--- config.mk ---
export PLATFORM = sky130hd
export DESIGN_NAME = fault_escalation_trust_tracker
export DESIGN_NICKNAME = d
export VERILOG_FILES = /design/src/fett_pkg.sv /design/src/fett_ram.sv /design/src/fett_ctrl.sv /design/src/fett_dp.sv /design/src/fault_escalation_trust_tracker.sv
export SDC_FILE = /design/constraint.sdc
export NUM_CORES = 2
export LEC_CHECK = 0
export BUFFER_PORTS_ARGS = -buffer_cell sky130_fd_sc_hd__buf_2
export CAP_MARGIN = 20
export CORE_MARGIN = 10
export CORE_UTILIZATION = 25
export DETAILED_ROUTE_END_ITERATION = 12
export GPL_TIMING_DRIVEN = 0
export HOLD_SLACK_MARGIN = 0.15
export PLACE_DENSITY = 0.47
export SKIP_LAST_GASP = 1
export SLEW_MARGIN = 10
export SYNTH_ARGS = -nofsm -noshare
export SYNTH_HDL_FRONTEND = slang
export SYNTH_SLANG_ARGS = --single-unit
export TNS_END_PERCENT = 1
--- constraint.sdc ---
create_clock -name clk -period 14.35 [get_ports clk]
set_clock_uncertainty 0.05 [all_clocks]
set_input_delay 2.87 -clock clk [delete_from_list [all_inputs] [get_ports clk]]
set_output_delay 2.87 -clock clk [all_outputs]
set_load 0.05 [all_outputs]
--- src/fett_pkg.sv ---
// Shared types and constants for the fault escalation trust tracker.
package fett_pkg;

    typedef enum logic [2:0] {
        REQ_INIT     = 3'd0,
        REQ_SET      = 3'd1,
        REQ_FAULT    = 3'd2,
        REQ_QUAR     = 3'd3,
        REQ_REVOKE   = 3'd4,
        REQ_RESTORE  = 3'd5,
        REQ_TICK     = 3'd6,
        REQ_QUERY    = 3'd7
    } req_t;

    localparam logic [2:0] LV_UNKNOWN    = 3'd0;
    localparam logic [2:0] LV_TRUSTED    = 3'd1;
    localparam logic [2:0] LV_DEGRADED   = 3'd2;
    localparam logic [2:0] LV_QUARANTINE = 3'd3;
    localparam logic [2:0] LV_REVOKED    = 3'd4;

    localparam logic [1:0] STS_OK       = 2'd0;
    localparam logic [1:0] STS_INVAL    = 2'd1;
    localparam logic [1:0] STS_NOTFOUND = 2'd2;

    localparam logic [1:0] ACT_NONE    = 2'd0;
    localparam logic [1:0] ACT_SUSPEND = 2'd1;
    localparam logic [1:0] ACT_STOP    = 2'd2;
    localparam logic [1:0] ACT_RESUME  = 2'd3;

    localparam logic [2:0] RUN_READY     = 3'd1;
    localparam logic [2:0] RUN_RUNNING   = 3'd2;
    localparam logic [2:0] RUN_SUSPENDED = 3'd3;
    localparam logic [2:0] RUN_STOPPED   = 3'd4;

    localparam int CFG_IDX_W = 2;
    localparam int CFG_DATA_W = 32;
    localparam logic [CFG_IDX_W-1:0] CFG_DEGRADE_THR = 2'd0;
    localparam logic [CFG_IDX_W-1:0] CFG_QUAR_THR    = 2'd1;
    localparam logic [CFG_IDX_W-1:0] CFG_CLEAN_US    = 2'd2;

    localparam logic [15:0] DEGRADE_THR_RST = 16'd3;
    localparam logic [15:0] QUAR_THR_RST    = 16'd10;
    localparam logic [31:0] CLEAN_US_RST    = 32'd10000000;

    localparam int PROMO_W = 9;

    typedef struct packed {
        logic [2:0]  level;
        logic [15:0] faults;
        logic [63:0] last_time;
    } slot_t;

    localparam int SLOT_W = $bits(slot_t);

    typedef enum logic [2:0] {
        S_IDLE,
        S_START,
        S_SCAN,
        S_SCAN_END,
        S_READ,
        S_EXEC
    } ctrl_state_t;

    typedef struct packed {
        logic latch;
        logic rd_scan;
        logic scan_exec;
        logic exec;
    } cmd_t;

    typedef struct packed {
        logic is_tick;
        logic ready;
    } sts_t;

endpackage

--- src/fett_ram.sv ---
// Generic simple dual-port RAM with one write port and a registered read port.
module fett_ram #(
    parameter int WIDTH = 8,
    parameter int DEPTH = 16,
    localparam int AW = (DEPTH > 1) ? $clog2(DEPTH) : 1
) (
    input  logic             clk,
    input  logic             we,
    input  logic [AW-1:0]    waddr,
    input  logic [WIDTH-1:0] wdata,
    input  logic [AW-1:0]    raddr,
    output logic [WIDTH-1:0] rdata
);

    logic [WIDTH-1:0] mem [DEPTH];
    logic [WIDTH-1:0] rdata_reg;

    always_ff @(posedge clk)
    begin
        if (we)
        begin
            mem[waddr] <= wdata;
        end
        rdata_reg <= mem[raddr];
    end

    assign rdata = rdata_reg;

endmodule

--- src/fett_ctrl.sv ---
// Controller state machine: request sequencing, slot scan counter and result handshake.
module fett_ctrl
    import fett_pkg::*;
#(
    parameter int SLOT_COUNT = 8,
    localparam int IDX_W = (SLOT_COUNT > 1) ? $clog2(SLOT_COUNT) : 1
) (
    input  logic             clk,
    input  logic             rst_n,
    input  logic             in_valid,
    output logic             in_stall,
    output logic             out_valid,
    input  logic             out_stall,
    input  sts_t             sts,
    output cmd_t             cmd,
    output logic [IDX_W-1:0] scan_addr
);

    ctrl_state_t state_reg, state_next;
    logic [IDX_W-1:0] scan_idx_reg, scan_idx_next;
    logic out_valid_reg, out_valid_next;
    logic out_free;

    assign out_free  = !out_valid_reg || !out_stall;
    assign in_stall  = (state_reg != S_IDLE);
    assign out_valid = out_valid_reg;
    assign scan_addr = scan_idx_reg;

    always_ff @(posedge clk or negedge rst_n)
    begin
        if (!rst_n)
        begin
            state_reg     <= S_IDLE;
            scan_idx_reg  <= '0;
            out_valid_reg <= 1'b0;
        end
        else
        begin
            state_reg     <= state_next;
            scan_idx_reg  <= scan_idx_next;
            out_valid_reg <= out_valid_next;
        end
    end

    always_comb
    begin
        state_next    = state_reg;
        scan_idx_next = scan_idx_reg;
        cmd           = '0;
        case (state_reg)
            S_IDLE:
            begin
                if (in_valid)
                begin
                    cmd.latch  = 1'b1;
                    state_next = S_START;
                end
            end
            S_START:
            begin
                scan_idx_next = '0;
                if (sts.is_tick && sts.ready)
                begin
                    state_next = S_SCAN;
                end
                else
                begin
                    state_next = S_EXEC;
                end
            end
            S_SCAN:
            begin
                cmd.rd_scan   = 1'b1;
                cmd.scan_exec = (scan_idx_reg != '0);
                if (scan_idx_reg == IDX_W'(SLOT_COUNT - 1))
                begin
                    state_next = S_SCAN_END;
                end
                else
                begin
                    scan_idx_next = scan_idx_reg + 1'b1;
                end
            end
            S_SCAN_END:
            begin
                cmd.scan_exec = 1'b1;
                state_next    = S_READ;
            end
            S_READ:
            begin
                state_next = S_EXEC;
            end
            S_EXEC:
            begin
                if (out_free)
                begin
                    cmd.exec   = 1'b1;
                    state_next = S_IDLE;
                end
            end
            default:
            begin
                state_next = S_IDLE;
            end
        endcase
    end

    always_comb
    begin
        out_valid_next = out_valid_reg;
        if (cmd.exec)
        begin
            out_valid_next = 1'b1;
        end
        else if (!out_stall)
        begin
            out_valid_next = 1'b0;
        end
    end

endmodule

--- src/fett_dp.sv ---
// Datapath: request registers, slot memory, escalation and promotion logic, totals and results.
module fett_dp
    import fett_pkg::*;
#(
    parameter int SLOT_COUNT = 8,
    localparam int IDX_W = (SLOT_COUNT > 1) ? $clog2(SLOT_COUNT) : 1
) (
    input  logic                  clk,
    input  logic                  rst_n,
    input  cmd_t                  cmd,
    output sts_t                  sts,
    input  logic [IDX_W-1:0]      scan_addr,
    input  logic                  cfg_write_en,
    input  logic [CFG_IDX_W-1:0]  cfg_index,
    input  logic [CFG_DATA_W-1:0] cfg_data,
    input  logic [2:0]            req_type,
    input  logic [7:0]            vm_id,
    input  logic [2:0]            new_level,
    input  logic [63:0]           now_us,
    input  logic                  vm_present,
    input  logic [2:0]            vm_run_state,
    output logic [1:0]            status,
    output logic [2:0]            level_now,
    output logic                  is_ok,
    output logic                  is_blocked,
    output logic [1:0]            lifecycle_action,
    output logic                  failover_request,
    output logic [PROMO_W-1:0]    promoted_count,
    output logic [15:0]           fault_count_now,
    output logic [31:0]           total_fault_count,
    output logic [31:0]           quarantine_total
);

    logic [15:0] degrade_thr_reg;
    logic [15:0] quar_thr_reg;
    logic [31:0] clean_us_reg;

    req_t        req_reg;
    logic [IDX_W-1:0] ix_reg;
    logic        id_ok_reg;
    logic [2:0]  lvl_reg;
    logic [63:0] now_reg;
    logic        present_reg;
    logic [2:0]  run_reg;

    logic        ready_reg, ready_next;
    logic [31:0] all_faults_reg, all_faults_next;
    logic [31:0] qdone_reg, qdone_next;
    logic [SLOT_COUNT-1:0] valid_bits_reg;
    logic [PROMO_W-1:0] promoted_reg;
    logic [IDX_W-1:0] rd_addr_reg;

    logic        ram_we;
    logic [IDX_W-1:0] ram_raddr;
    logic [SLOT_W-1:0] ram_wdata;
    logic [SLOT_W-1:0] ram_rdata;

    slot_t       cur;
    slot_t       new_slot;
    logic [15:0] faults_inc;
    logic [64:0] diff;
    logic        promote;
    logic        wr_exec;
    logic        clear_valid;
    logic [1:0]  sts_code;
    logic [1:0]  action;
    logic        failover;
    logic [2:0]  lv_out;

    logic [1:0]  status_reg;
    logic [2:0]  level_now_reg;
    logic [1:0]  action_reg;
    logic        failover_reg;
    logic [PROMO_W-1:0] promoted_out_reg;
    logic [15:0] fault_now_reg;
    logic [31:0] total_faults_out_reg;
    logic [31:0] qtotal_out_reg;

    assign sts.is_tick = (req_reg == REQ_TICK);
    assign sts.ready   = ready_reg;

    assign ram_raddr = cmd.rd_scan ? scan_addr : ix_reg;
    assign ram_we    = (cmd.exec && wr_exec) || promote;
    assign ram_wdata = promote ? SLOT_W'({LV_TRUSTED, 16'd0, cur.last_time})
                               : SLOT_W'(new_slot);

    fett_ram #(
        .WIDTH (SLOT_W),
        .DEPTH (SLOT_COUNT)
    ) u_slot_ram (
        .clk   (clk),
        .we    (ram_we),
        .waddr (rd_addr_reg),
        .wdata (ram_wdata),
        .raddr (ram_raddr),
        .rdata (ram_rdata)
    );

    always_ff @(posedge clk or negedge rst_n)
    begin
        if (!rst_n)
        begin
            degrade_thr_reg <= DEGRADE_THR_RST;
            quar_thr_reg    <= QUAR_THR_RST;
            clean_us_reg    <= CLEAN_US_RST;
        end
        else if (cfg_write_en)
        begin
            case (cfg_index)
                CFG_DEGRADE_THR: degrade_thr_reg <= cfg_data[15:0];
                CFG_QUAR_THR:    quar_thr_reg    <= cfg_data[15:0];
                CFG_CLEAN_US:    clean_us_reg    <= cfg_data;
                default:         ;
            endcase
        end
    end

    always_ff @(posedge clk)
    begin
        rd_addr_reg <= ram_raddr;
        if (cmd.latch)
        begin
            req_reg     <= req_t'(req_type);
            ix_reg      <= IDX_W'(vm_id - 8'd1);
            id_ok_reg   <= (vm_id != 8'd0) && ({1'b0, vm_id} <= 9'(SLOT_COUNT));
            lvl_reg     <= new_level;
            now_reg     <= now_us;
            present_reg <= vm_present;
            run_reg     <= vm_run_state;
        end
        if (cmd.exec)
        begin
            status_reg           <= sts_code;
            level_now_reg        <= lv_out;
            action_reg           <= action;
            failover_reg         <= failover;
            promoted_out_reg     <= promoted_reg;
            fault_now_reg        <= id_ok_reg ? new_slot.faults : 16'd0;
            total_faults_out_reg <= all_faults_next;
            qtotal_out_reg       <= qdone_next;
        end
    end

    always_ff @(posedge clk or negedge rst_n)
    begin
        if (!rst_n)
        begin
            ready_reg      <= 1'b0;
            all_faults_reg <= '0;
            qdone_reg      <= '0;
            valid_bits_reg <= '0;
            promoted_reg   <= '0;
        end
        else
        begin
            if (cmd.latch)
            begin
                promoted_reg <= '0;
            end
            else if (promote)
            begin
                promoted_reg <= promoted_reg + 1'b1;
            end
            if (cmd.exec)
            begin
                ready_reg      <= ready_next;
                all_faults_reg <= all_faults_next;
                qdone_reg      <= qdone_next;
            end
            if (cmd.exec && clear_valid)
            begin
                valid_bits_reg <= '0;
            end
            else if (ram_we)
            begin
                valid_bits_reg[rd_addr_reg] <= 1'b1;
            end
        end
    end

    always_comb
    begin
        cur = valid_bits_reg[rd_addr_reg] ? slot_t'(ram_rdata) : '0;
        diff = {1'b0, now_reg} - {1'b0, cur.last_time};
        promote = cmd.scan_exec && (cur.level == LV_DEGRADED) && !diff[64]
                  && (diff[63:0] >= {32'd0, clean_us_reg});
        faults_inc = (cur.faults != 16'hFFFF) ? cur.faults + 16'd1 : cur.faults;
    end

    always_comb
    begin
        new_slot        = cur;
        wr_exec         = 1'b0;
        clear_valid     = 1'b0;
        sts_code        = STS_OK;
        action          = ACT_NONE;
        failover        = 1'b0;
        ready_next      = ready_reg;
        all_faults_next = all_faults_reg;
        qdone_next      = qdone_reg;
        case (req_reg)
            REQ_INIT:
            begin
                new_slot        = '0;
                clear_valid     = 1'b1;
                ready_next      = 1'b1;
                all_faults_next = '0;
                qdone_next      = '0;
            end
            REQ_SET:
            begin
                if (!id_ok_reg || !ready_reg || (lvl_reg > LV_REVOKED))
                begin
                    sts_code = STS_INVAL;
                end
                else
                begin
                    new_slot.level = lvl_reg;
                    wr_exec        = 1'b1;
                end
            end
            REQ_FAULT:
            begin
                if (!id_ok_reg || !ready_reg)
                begin
                    sts_code = STS_INVAL;
                end
                else if (cur.level != LV_REVOKED)
                begin
                    new_slot.faults    = faults_inc;
                    new_slot.last_time = now_reg;
                    wr_exec            = 1'b1;
                    if (all_faults_reg != 32'hFFFF_FFFF)
                    begin
                        all_faults_next = all_faults_reg + 32'd1;
                    end
                    if (faults_inc >= quar_thr_reg)
                    begin
                        if ((cur.level < LV_QUARANTINE) && present_reg)
                        begin
                            new_slot.level = LV_QUARANTINE;
                            failover       = 1'b1;
                            if (qdone_reg != 32'hFFFF_FFFF)
                            begin
                                qdone_next = qdone_reg + 32'd1;
                            end
                            if (run_reg inside {RUN_READY, RUN_RUNNING})
                            begin
                                action = ACT_SUSPEND;
                            end
                        end
                    end
                    else if ((faults_inc >= degrade_thr_reg) && (cur.level == LV_TRUSTED))
                    begin
                        new_slot.level = LV_DEGRADED;
                    end
                end
            end
            REQ_QUAR:
            begin
                if (!id_ok_reg)
                begin
                    sts_code = STS_INVAL;
                end
                else if (!present_reg)
                begin
                    sts_code = STS_NOTFOUND;
                end
                else if (cur.level < LV_QUARANTINE)
                begin
                    if (ready_reg)
                    begin
                        new_slot.level = LV_QUARANTINE;
                        wr_exec        = 1'b1;
                    end
                    failover = 1'b1;
                    if (qdone_reg != 32'hFFFF_FFFF)
                    begin
                        qdone_next = qdone_reg + 32'd1;
                    end
                    if (run_reg inside {RUN_READY, RUN_RUNNING})
                    begin
                        action = ACT_SUSPEND;
                    end
                end
            end
            REQ_REVOKE:
            begin
                if (!id_ok_reg)
                begin
                    sts_code = STS_INVAL;
                end
                else if (!present_reg)
                begin
                    sts_code = STS_NOTFOUND;
                end
                else
                begin
                    if (ready_reg)
                    begin
                        new_slot.level = LV_REVOKED;
                        wr_exec        = 1'b1;
                    end
                    if (run_reg != RUN_STOPPED)
                    begin
                        action = ACT_STOP;
                    end
                end
            end
            REQ_RESTORE:
            begin
                if (!id_ok_reg)
                begin
                    sts_code = STS_INVAL;
                end
                else if (!present_reg)
                begin
                    sts_code = STS_NOTFOUND;
                end
                else if (cur.level != LV_QUARANTINE)
                begin
                    sts_code = STS_INVAL;
                end
                else
                begin
                    new_slot.faults = 16'd0;
                    wr_exec         = 1'b1;
                    if (ready_reg)
                    begin
                        new_slot.level = LV_DEGRADED;
                    end
                    if (run_reg == RUN_SUSPENDED)
                    begin
                        action = ACT_RESUME;
                    end
                end
            end
            REQ_TICK:
            begin
                sts_code = STS_OK;
            end
            REQ_QUERY:
            begin
                if (!id_ok_reg)
                begin
                    sts_code = STS_INVAL;
                end
            end
            default:
            begin
                sts_code = STS_OK;
            end
        endcase
        lv_out = (id_ok_reg && ready_next) ? new_slot.level : LV_UNKNOWN;
    end

    assign status            = status_reg;
    assign level_now         = level_now_reg;
    assign is_ok             = (level_now_reg == LV_TRUSTED) || (level_now_reg == LV_DEGRADED);
    assign is_blocked        = (level_now_reg == LV_QUARANTINE) || (level_now_reg == LV_REVOKED);
    assign lifecycle_action  = action_reg;
    assign failover_request  = failover_reg;
    assign promoted_count    = promoted_out_reg;
    assign fault_count_now   = fault_now_reg;
    assign total_fault_count = total_faults_out_reg;
    assign quarantine_total  = qtotal_out_reg;

endmodule

--- src/fault_escalation_trust_tracker.sv ---
// Top level of the fault escalation trust tracker: controller, datapath and ports.
//
// Requests enter on the in channel (in_valid, in_stall) and each gives exactly one
// result on the out channel (out_valid, out_stall); a transfer happens at a clock
// edge where valid is high and stall is low. Configuration registers are written
// through cfg_write_en, cfg_index and cfg_data; the user must write them only while
// no request is in flight, as the block itself does not enforce this. A request
// other than tick passes through the start and exec states; the input stalls until
// its result is in the output register, so the block takes no new request before
// the last one is through. A tick on an initialized block walks all SLOT_COUNT
// slots through the slot memory, one slot a cycle, paced by its single port pair.
// The result sits in an output register; while the receiver stalls it holds, and
// the block can accept and work on one more request, which then waits for the
// output register to free. Reset clears the slot valid bits, totals and the
// initialized flag, and loads the register reset values; an init request clears
// the slots and totals again and marks the block initialized.
module fault_escalation_trust_tracker
    import fett_pkg::*;
#(
    parameter int SLOT_COUNT = 8
) (
    input  logic                  clk,
    input  logic                  rst_n,
    input  logic                  cfg_write_en,
    input  logic [CFG_IDX_W-1:0]  cfg_index,
    input  logic [CFG_DATA_W-1:0] cfg_data,
    input  logic                  in_valid,
    output logic                  in_stall,
    input  logic [2:0]            req_type,
    input  logic [7:0]            vm_id,
    input  logic [2:0]            new_level,
    input  logic [63:0]           now_us,
    input  logic                  vm_present,
    input  logic [2:0]            vm_run_state,
    output logic                  out_valid,
    input  logic                  out_stall,
    output logic [1:0]            status,
    output logic [2:0]            level_now,
    output logic                  is_ok,
    output logic                  is_blocked,
    output logic [1:0]            lifecycle_action,
    output logic                  failover_request,
    output logic [PROMO_W-1:0]    promoted_count,
    output logic [15:0]           fault_count_now,
    output logic [31:0]           total_fault_count,
    output logic [31:0]           quarantine_total
);

    localparam int IDX_W = (SLOT_COUNT > 1) ? $clog2(SLOT_COUNT) : 1;

    cmd_t cmd;
    sts_t sts;
    logic [IDX_W-1:0] scan_addr;

    fett_ctrl #(
        .SLOT_COUNT (SLOT_COUNT)
    ) u_ctrl (
        .clk       (clk),
        .rst_n     (rst_n),
        .in_valid  (in_valid),
        .in_stall  (in_stall),
        .out_valid (out_valid),
        .out_stall (out_stall),
        .sts       (sts),
        .cmd       (cmd),
        .scan_addr (scan_addr)
    );

    fett_dp #(
        .SLOT_COUNT (SLOT_COUNT)
    ) u_dp (
        .clk               (clk),
        .rst_n             (rst_n),
        .cmd               (cmd),
        .sts               (sts),
        .scan_addr         (scan_addr),
        .cfg_write_en      (cfg_write_en),
        .cfg_index         (cfg_index),
        .cfg_data          (cfg_data),
        .req_type          (req_type),
        .vm_id             (vm_id),
        .new_level         (new_level),
        .now_us            (now_us),
        .vm_present        (vm_present),
        .vm_run_state      (vm_run_state),
        .status            (status),
        .level_now         (level_now),
        .is_ok             (is_ok),
        .is_blocked        (is_blocked),
        .lifecycle_action  (lifecycle_action),
        .failover_request  (failover_request),
        .promoted_count    (promoted_count),
        .fault_count_now   (fault_count_now),
        .total_fault_count (total_fault_count),
        .quarantine_total  (quarantine_total)
    );

endmodule
==> results.md <==
- Status: finished, final reports clean
- Most used flip-flop cell after synthesis: edfxtp_1
- Post-CTS Resized: 0
- Vias in the first global route: between 30,000 and 40,000
- Area delta synth->final: 19.1%
- Initial drt markers: between 3,000 and 4,000
- DP Wirelength: 135,000 µm
- Post-synthesis sequential area ratio: 61.5%
- Final Wtd Congestion: 0.932
- CTS sink cnt: 1,078
- Post-Syn Area: 0.0500 mm²
- CP Capture Type: flip-flop
- Ranking of synthesized cells by area: edfxtp_1, nand2_1, dfrtp_1
- Max cap viols: 0
- Worst Max-Slew Pin Slew: about 1.2 ns
- Final Hold Viols: 0
- Largest register FFs: 664
- DIE WIDTH: 467 µm
- Global-route wire length before repair: 263,000 µm
- Antenna violations before repair: 17
- Number of library cell types mapped by synthesis: 85
- CTS Buf Count: between 100 and 150
- Headroom to the max-slew limit: 21.8%
- ANT nets after route: 0
- H-Tree Depth: 3
- Layout cells sized above 1: 11.9%
- Leak: 22.2 nW
- Cell accounting for the most synthesized area: edfxtp_1
- CTS tree: done
- Synth Instances: 4,691
- Starting Density: 25.1%
- Root Buffer: clkbuf_16
- CTS hold repair buffers: 0
- Avg Cell Area, Syn: 10.7 µm²
- Final Slew Violations: 0
- Synth Net Count: 4,950
- Worst-path maximum fanout: 10
- DR DRC count: 0
- Top cell by count, worst path: clkbuf_1
- Die height: 467 µm
- Synth top area share: 50.4%
- Core area: 0.199 mm²
- Syn. warnings: 0
- Register bit total from synthesis: 1,078
- Nets: about 5,400
- Startpoint types: flip-flop
- Ys async rst share: 14.2%
- Clk_lat worst skew: 0.77 ns
- Largest stage delay, worst path: 0.93 ns
- Slowest stage cell, crit path: clkbuf_1
- EDFF count, synth: around 840
- Pre-CTS setup slack: 2.03 ns
- Filler cells: 20,600
- Avg WL per Cell: 23.1 µm
- Via Count: 38,400
- VDD IR max: 0.112 mV
- Fin worst setup slack: 2.08 ns
- Post-CTS setup buffers: 0
- PwrDens: 163 mW/mm²
- GRT overflow: 0
- Pin count of the biggest net entering global routing: 60
- Max Clock Freq: 0.0815 GHz
- Hold slack: 0.428 ns
- Std cell rows: 164
- HP Class: reg2reg
- Min Tclk post-route: 12.27 ns
- Port Buffer Count: 221
- Number of diodes: 0
- Vias/cell: just under 5
- Worst endpoint required time: 14.77 ns
- Clock Pin Slew Worst Setup and Hold Paths: 0.06 ns
- Final WL: 182,000 µm
- Drt pass-1 iters: 6
- Total GRT Usage: 16.0%
- RSZ-0062 raised after global routing: no
- Worst setup path class: reg2reg
- Die area: 0.218 mm²
- Fin crit share: 85.5%
- Critical path data arrival time: around 13 ns
- I/O pin cnt: 222
- Clk buf depth: 3
- Setup Viol. Count Final: 0
[kinds of logic after synthesis]
logic type                 count (synthesis)  synth area share (%)
and+or+nand+nor                         2176                  19.3
adders and majority gates                138                  3.47
xor gates and xnor gates                  58                  1.02
buffers and inverters                    368                  2.97
AOI/OAI and AO/OA                        793                  10.0
muxes                                     80                  1.73
DFF                                     1078                  61.5
[cell usage in the layout, fill, tap and decap left out, types with 35 or more instances in the layout]
cell	n
a21oi_1	191
a32o_1	63
buf_2	240
buf_4	35
clkbuf_1	220
clkbuf_16	114
dfrtp_1	141
dfxtp_1	86
edfxtp_1	839
ha_1	137
inv_1	110
mux2_2	51
nand2_1	1163
nand3_1	477
nand4_1	68
nor2_1	218
nor3_1	43
o21ai_0	279
xnor2_1	36
[worst max-delay path, delay by kind of cell, from the launching register on]
family	cells	cell delay (ns)
compound gates	9	2.78
xor+xnor	1	0.53
buf+inv	11	4.03
flops	1	0.34
fa+ha+maj	2	0.68
simple gates	14	3.48
[cells in the mapped netlist, types with 16 or more instances]
| library cell | instances |
|---|---|
| nand2_1 | 1163 |
| edfxtp_1 | 839 |
| nand3_1 | 477 |
| o21ai_0 | 279 |
| nor2_1 | 223 |
| clkbuf_1 | 197 |
| a21oi_1 | 191 |
| dfrtp_1 | 141 |
| ha_1 | 137 |
| inv_1 | 110 |
| dfxtp_1 | 86 |
| nand4_1 | 68 |
| a32o_1 | 63 |
| mux2_2 | 51 |
| nor3_1 | 47 |
| xnor2_1 | 36 |
| a31oi_1 | 33 |
| o31ai_1 | 31 |
| a21o_1 | 29 |
| mux2i_1 | 28 |
| nand2b_1 | 27 |
| buf_1 | 26 |
| and3_1 | 23 |
| and2_1 | 22 |
| xor2_1 | 22 |
| and4_1 | 19 |
| nor4_1 | 19 |
| o211ai_1 | 19 |
| buf_2 | 18 |
| or3_1 | 18 |
| a211oi_1 | 16 |
[power by group]
group          internal (mW)  leakage (nW)  switching (mW)
Clock                   1.79          1.88            1.29
Sequential              3.73          10.9           0.205
Combinational          0.714          9.46            1.98
Total                   6.24          22.2            3.47
[metal layers]
| layer | GRT usage (%) | wire [µm] | part of all wire [%] |
|---|---|---|---|
| met1 | 21.7 | 81200 | 45 |
| met2 | 26.6 | 85000 | 47 |
| met3 | 2.39 | 10300 | 5.7 |
| met4 | 4.47 | 5290 | 2.9 |
| met5 | 0 | 0 | 0 |
[path summary, 6_finish.rpt]
check | start | to | slack, ns | cells past startpoint
hold / removal | u_dp.promoted_reg[8] | u_dp.promoted_count[8] | 0.43 | 0
max in group asynchronous | rst_n | u_dp.clean_us_reg[19] | 11.54 | 2
setup reg to reg | u_dp.rd_addr_reg[1] | u_dp.u_slot_ram.mem[2][40] | 2.08 | 37
setup / recovery | u_dp.rd_addr_reg[1] | u_dp.u_slot_ram.mem[2][40] | 2.08 | 37
min in group asynchronous | rst_n | u_dp.qdone_reg[29] | 1.99 | 1
hold reg to reg | u_dp.promoted_reg[8] | u_dp.promoted_count[8] | 0.43 | 0
[per-stage QoR]
stage	setup TNS (ns)	total power [mW]	instances	instance area (µm²)	util [%]
2_1_floorplan	0	5.58	4691	50000	-
3_3_place_gp	-4620.08	6.67	7568	54400	27.3
3_5_place_dp	0	6.69	7651	55600	27.9
4_1_cts	0	9.79	7866	59500	29.9
5_1_grt	0	10.2	7869	59600	29.9
6_report	0	9.71	7869	59600	29.9
[final cells by class]
type                       instances  area, µm²  share of cell area [%]
multi-input combinational       3245      17800                    29.9
timing repair buffer             307       2260                    3.80
sequential                      1078      30800                    51.6
clock inverter                    57        712                    1.20
buffer                           256       1070                    1.80
tap                             2656       3320                    5.58
clock buffer                     158       3190                    5.35
inverter                         112        420                   0.706
(Power assumes the default switching activity.)
